File: src/hw/rtl/afst_pkg.sv
package afst_pkg;

    // word geometry
    localparam int W        = 32;
    localparam int FracBits = 16;
    localparam int DivSteps = W;
    localparam int DivLat   = DivSteps + 2;
    localparam int GammaW   = 19;
    localparam int ThrW     = 17;
    localparam int Rows     = 4;

    // fixed point constants
    localparam logic signed [W-1:0] QOne = 32'sd65536;
    localparam logic signed [W-1:0] QTwo = 32'sd131072;
    localparam logic signed [W-1:0] SMax = 32'sh7fffffff;
    localparam logic signed [W-1:0] SMin = 32'sh80000000;

    // configuration register indexes
    typedef logic [1:0] t_cfg_idx;
    localparam t_cfg_idx CfgGamma    = 2'd0;
    localparam t_cfg_idx CfgImplicit = 2'd1;
    localparam t_cfg_idx CfgAxisThr  = 2'd2;

    localparam logic [1:0] RowFirst = 2'd0;
    localparam logic [1:0] RowLast  = 2'd3;

    // value with its saturation flag
    typedef struct packed {
        logic                f;
        logic signed [W-1:0] v;
    } t_sres;

    function automatic t_sres sat64(input logic signed [63:0] x);
        t_sres r;
        r.f = 1'b0;
        r.v = x[W-1:0];
        if (x > 64'sh000000007fffffff) begin
            r.f = 1'b1;
            r.v = SMax;
        end else if (x < 64'shffffffff80000000) begin
            r.f = 1'b1;
            r.v = SMin;
        end
        return r;
    endfunction

    // floor(a*b / 2^16), saturated
    function automatic t_sres qmul(input logic signed [W-1:0] a, input logic signed [W-1:0] b);
        logic signed [63:0] p;
        p = 64'(a) * 64'(b);
        return sat64(p >>> FracBits);
    endfunction

    function automatic t_sres qadd(input logic signed [W-1:0] a, input logic signed [W-1:0] b);
        return sat64(64'(a) + 64'(b));
    endfunction

    function automatic t_sres qsub(input logic signed [W-1:0] a, input logic signed [W-1:0] b);
        return sat64(64'(a) - 64'(b));
    endfunction

    function automatic t_sres qneg(input logic signed [W-1:0] a);
        return sat64(-64'(a));
    endfunction

    // times 0.5, exact floor
    function automatic logic signed [W-1:0] qhalf(input logic signed [W-1:0] a);
        return a >>> 1;
    endfunction

endpackage

File: src/hw/rtl/afst_div.sv
module afst_div import afst_pkg::*; (
    input  logic                i_clk,
    input  logic                i_adv,
    input  logic signed [W-1:0] i_num,
    input  logic signed [W-1:0] i_den,
    output t_sres               o_quo
);

    typedef struct packed {
        logic         den0;
        logic         npos;
        logic         nneg;
        logic         neg;
        logic         big;
        logic [W-1:0] rem;
        logic [W-1:0] dsh;
        logic [W-1:0] mb;
        logic [W-1:0] q;
    } t_dstage;

    t_dstage r_st [DivSteps+1];
    t_dstage n_st [DivSteps+1];
    t_sres   r_quo;
    t_sres   n_quo;

    // magnitudes, overflow precheck and one restoring step per stage
    always_comb begin
        logic [W-1:0] ma;
        logic [W-1:0] mb;
        logic [W:0]   rem2;
        logic [W-1:0] qf;
        ma = i_num[W-1] ? W'(-i_num) : W'(i_num);
        mb = i_den[W-1] ? W'(-i_den) : W'(i_den);
        n_st[0].den0 = (i_den == '0);
        n_st[0].npos = !i_num[W-1] && (i_num != '0);
        n_st[0].nneg = i_num[W-1];
        n_st[0].neg  = i_num[W-1] ^ i_den[W-1];
        n_st[0].big  = (W'(ma[W-1:FracBits]) >= mb);
        n_st[0].rem  = W'(ma[W-1:FracBits]);
        n_st[0].dsh  = {ma[FracBits-1:0], {(W-FracBits){1'b0}}};
        n_st[0].mb   = mb;
        n_st[0].q    = '0;
        for (int k = 0; k < DivSteps; k++) begin
            n_st[k+1] = r_st[k];
            rem2 = {r_st[k].rem, r_st[k].dsh[W-1]};
            n_st[k+1].dsh = {r_st[k].dsh[W-2:0], 1'b0};
            if (rem2 >= {1'b0, r_st[k].mb}) begin
                n_st[k+1].rem = W'(rem2 - {1'b0, r_st[k].mb});
                n_st[k+1].q   = {r_st[k].q[W-2:0], 1'b1};
            end else begin
                n_st[k+1].rem = rem2[W-1:0];
                n_st[k+1].q   = {r_st[k].q[W-2:0], 1'b0};
            end
        end
        // sign and saturation
        qf = r_st[DivSteps].q;
        n_quo.f = 1'b0;
        n_quo.v = $signed(qf);
        if (r_st[DivSteps].den0) begin
            n_quo.f = 1'b1;
            n_quo.v = r_st[DivSteps].npos ? SMax : (r_st[DivSteps].nneg ? SMin : '0);
        end else if (r_st[DivSteps].big) begin
            n_quo.f = 1'b1;
            n_quo.v = r_st[DivSteps].neg ? SMin : SMax;
        end else if (r_st[DivSteps].neg) begin
            if (qf > W'(SMin)) begin
                n_quo.f = 1'b1;
                n_quo.v = SMin;
            end else begin
                n_quo.v = $signed(W'(-qf));
            end
        end else if (qf[W-1]) begin
            n_quo.f = 1'b1;
            n_quo.v = SMax;
        end
    end

    always_ff @(posedge i_clk) begin
        if (i_adv) begin
            for (int k = 0; k <= DivSteps; k++) begin
                r_st[k] <= n_st[k];
            end
            r_quo <= n_quo;
        end
    end

    assign o_quo = r_quo;

endmodule

File: config.mk
export PLATFORM = sky130hd
export DESIGN_NAME = afst_div
export DESIGN_NICKNAME = d
export VERILOG_FILES = /design/src/hw/rtl/afst_pkg.sv /design/src/hw/rtl/afst_div.sv
export SDC_FILE = /design/constraint.sdc
export NUM_CORES = 2
export LEC_CHECK = 0
export BUFFER_PORTS_ARGS = -buffer_cell sky130_fd_sc_hd__buf_2
export CORE_MARGIN = 4
export CORE_UTILIZATION = 58
export CTS_CLUSTER_DIAMETER = 100
export DETAILED_ROUTE_END_ITERATION = 8
export PLACE_DENSITY = 0.84
export SETUP_SLACK_MARGIN = 0.4
export SLEW_MARGIN = 20
export SYNTH_ARGS = -nofsm -noshare
export SYNTH_HDL_FRONTEND = slang
export SYNTH_MEMORY_MAX_BITS = 65536
export SYNTH_SLANG_ARGS = --single-unit
export TNS_END_PERCENT = 100
File: constraint.sdc
create_clock -name i_clk -period 4.2 [get_ports i_clk]
set_input_delay 0.84 -clock i_clk [delete_from_list [all_inputs] [get_ports i_clk]]
set_output_delay 0.84 -clock i_clk [all_outputs]
set_load 0.01 [all_outputs]
==> metrics.cfg <==
[floorplanning]
num_rows=187
initial_core_util_pct=58.5
die_x_um=520
core_um2=260000
ios=99
die-area_um2=271000
dieHeight_um=520

[logic_synthesis]
synth-edff-count=2894
synth_top_cell_by_area=edfxtp_1
ys_top_cells_by_count=2894 x edfxtp_1, 1290 x inv_1, 1027 x ha_1
yosysTopAreaCellShare_pct=57.1
ys_warn_count=0
synthArstFlopShare_pct=0
netlist_area_um2=152000
syn-mean-instance-area_um2=11.9
netlist_instances=12806
yosysSeqAreaShare_pct=57.1
ys_types=98
yosysMostFrequentCell=edfxtp_1
synth_nets=13930
synthTopCellsByArea=edfxtp_1 57%, ha_1 8.4%, inv_1 3.2%
synth-seq-cells=2894
ys.flop_type=edfxtp_1

[sta]
rsz0062_at_grt=true
hold_viol=0
drv_slew=0
fmax_mhz=250
finalCritPeriodShare_pct=95.4
fin_ws_ns=0.193
worstMarginPinSlew_ns=1.06
hold_ws_ns=0.154
finalClockSkew_ns=0.0712
period_minus_slack_ns=4.01
relSlewSlack_pct=29.2
setup_viol=0

[worst_setup_path]
crit_family=simple AND/OR/NAND/NOR gates
cp-end-kind=register
worst_ep_arrival_time_ns=4.77
path_buf_inv=3
cp-start-kind=input pin
crit_chain=buf_2 > inv_1 > ha_1 > nand2_1 > or3_4 > nand2b_4 > nand2b_4 > or2_2 > or4_4 > o31ai_4 > xnor2_2 > ha_1 > a21o_1 > a211oi_1 > a21oi_1 > o21ai_1 > a2111oi_2 > buf_4 > nand3_1 > nor4b_2
crit_path_max_incr_delay_ns=0.47
critPathRequiredTime_ns=4.96
path_class=input pin to register
worstPathMaxFanout=5
crit_slowest_cell=or4_4
r2r_slack_ns=0.41

[global_routing]
first_global_vias=97003
grt_pass1_wl_um=523000
antenna_found_initial=6
grt_max_degree=172
gr-total-overflow=0
grt_usage_pct=24.0

[clock_tree]
htree_levels=5
cts_sinks=2894
cts_buffers=316
clk_latency_ns=0.94
cts.clk_slew.worst_paths_ns=0.06
cts_buffer_depth=4
clockRootBuffer=clkbuf_16
cts_tree=done

[routing]
drt_first_pass_iters=9
route.met3.wl_um=24300
wirelength_met1_um=141000
ant_nets=0
drc=0
drt-total-wl_um=341000
wl_met2_um=163000
dr.max_layer_used=met5
viasPerCell=5.97
via_count=102085
drt_iter0_drc=9866
wl_per_cell_um=19.9

[placement]
routabilityCongestion=0.953
io_buffers=98
hpwl_um=242000
dp_slack_ns=-1.07

[finish]
fillerInstances=18488
seq_area_um2=86900
nets=14507
multiInputGateArea_um2=60800
syn2layout_area_growth_pct=12.7
layout-drive-gt1-share_pct=11.9

[power]
power_density_nw_per_um2=766
irDropWorstVdd_mv=0.532
power_mw=131
p_leak_nw=69.6

[hold_path]
min_path_type=input pin to register

[run_status]
outcome=finished, final reports clean

[flow_run]
drv_cap=0

-- logic make-up after synthesis --
logic type                 share of synthesized area [%]
AOI/OAI and AO/OA                                   13.3
DFF                                                 57.1
and+or+nand+nor                                     8.94
buffers and inverters                               3.86
adders and majority gates                           8.85
xor gates and xnor gates                            5.03
muxes                                               2.94
-- registers in the layout, indices dropped and copies added (netlist names) --
signal  cells
o_quo      33
r_st     2861
-- final cells by class --
| type | instances | share of cell area [%] |
|---|---|---|
| Antenna cell | 4 | 0.00584 |
| Clock buffer | 358 | 4.70 |
| Multi-Input combinational cell | 8372 | 35.5 |
| Clock inverter | 187 | 1.11 |
| Inverter | 1291 | 2.82 |
| Sequential cell | 2894 | 50.7 |
| Tap cell | 3496 | 2.55 |
| Timing Repair Buffer | 508 | 2.70 |
-- per-layer routing --
| metal | up-vias | track usage, % |
|---|---|---|
| met1 | 48917 | 32.1 |
| met2 | 3918 | 39.8 |
| met4 | 2 | 8.79 |
| met3 | 831 | 3.65 |
| met5 | - | 0 |
| li1 | 48417 | - |
-- where the power goes --
group / internal [mW] / switching [mW] / total (mW)
combinational: 26.1 / 32.4 / 58.4
sequential: 41.7 / 4.20 / 45.9
clock: 15.9 / 11.1 / 27.0
total: 83.7 / 47.7 / 131
-- repair_timing --
item,4_1_cts,5_1_grt
buffers inserted,29,79
endpoints found under the setup margin,374,738
resized for setup,69,210
pin swaps,17,79
hold buffers,0,0
gates cloned,4,15
-- through the flow --
stage | cell area (um^2) | std cells | setup TNS (ns) | util (%)
floorplan | 152000 | 12806 | -0.0607 | -
global placement | 159000 | 16434 | -0.957 | 61.1
detailed placement | 159000 | 16434 | -1.07 | 61.1
CTS | 170000 | 17012 | 0 | 65.1
global route | 172000 | 17107 | 0 | 65.9
finish | 172000 | 17110 | 0 | 65.9
-- placed cells by master, fill, tap and decap left out, types with 335 or more instances in the layout --
cell	instances
a21o_1	505
mux2_2	346
inv_1	1285
edfxtp_1	2894
ha_1	1008
a21oi_1	931
xnor2_1	539
nand2_1	829
nor2_1	644
xor2_1	335
o21ai_0	821
-- worst paths after layout --
check | startpoint | endpoint | depth (start not counted)
setup / recovery | i_num[1] | r_st[0][127] | 20
hold / removal | i_den[0] | r_st[0][32] | 1
setup reg to reg | r_st[0][957] | r_st[0][1179] | 16
hold reg to reg | r_st[0][3310] | r_st[0][3443] | 0
Note: power is estimated with default switching activity, not from simulation.
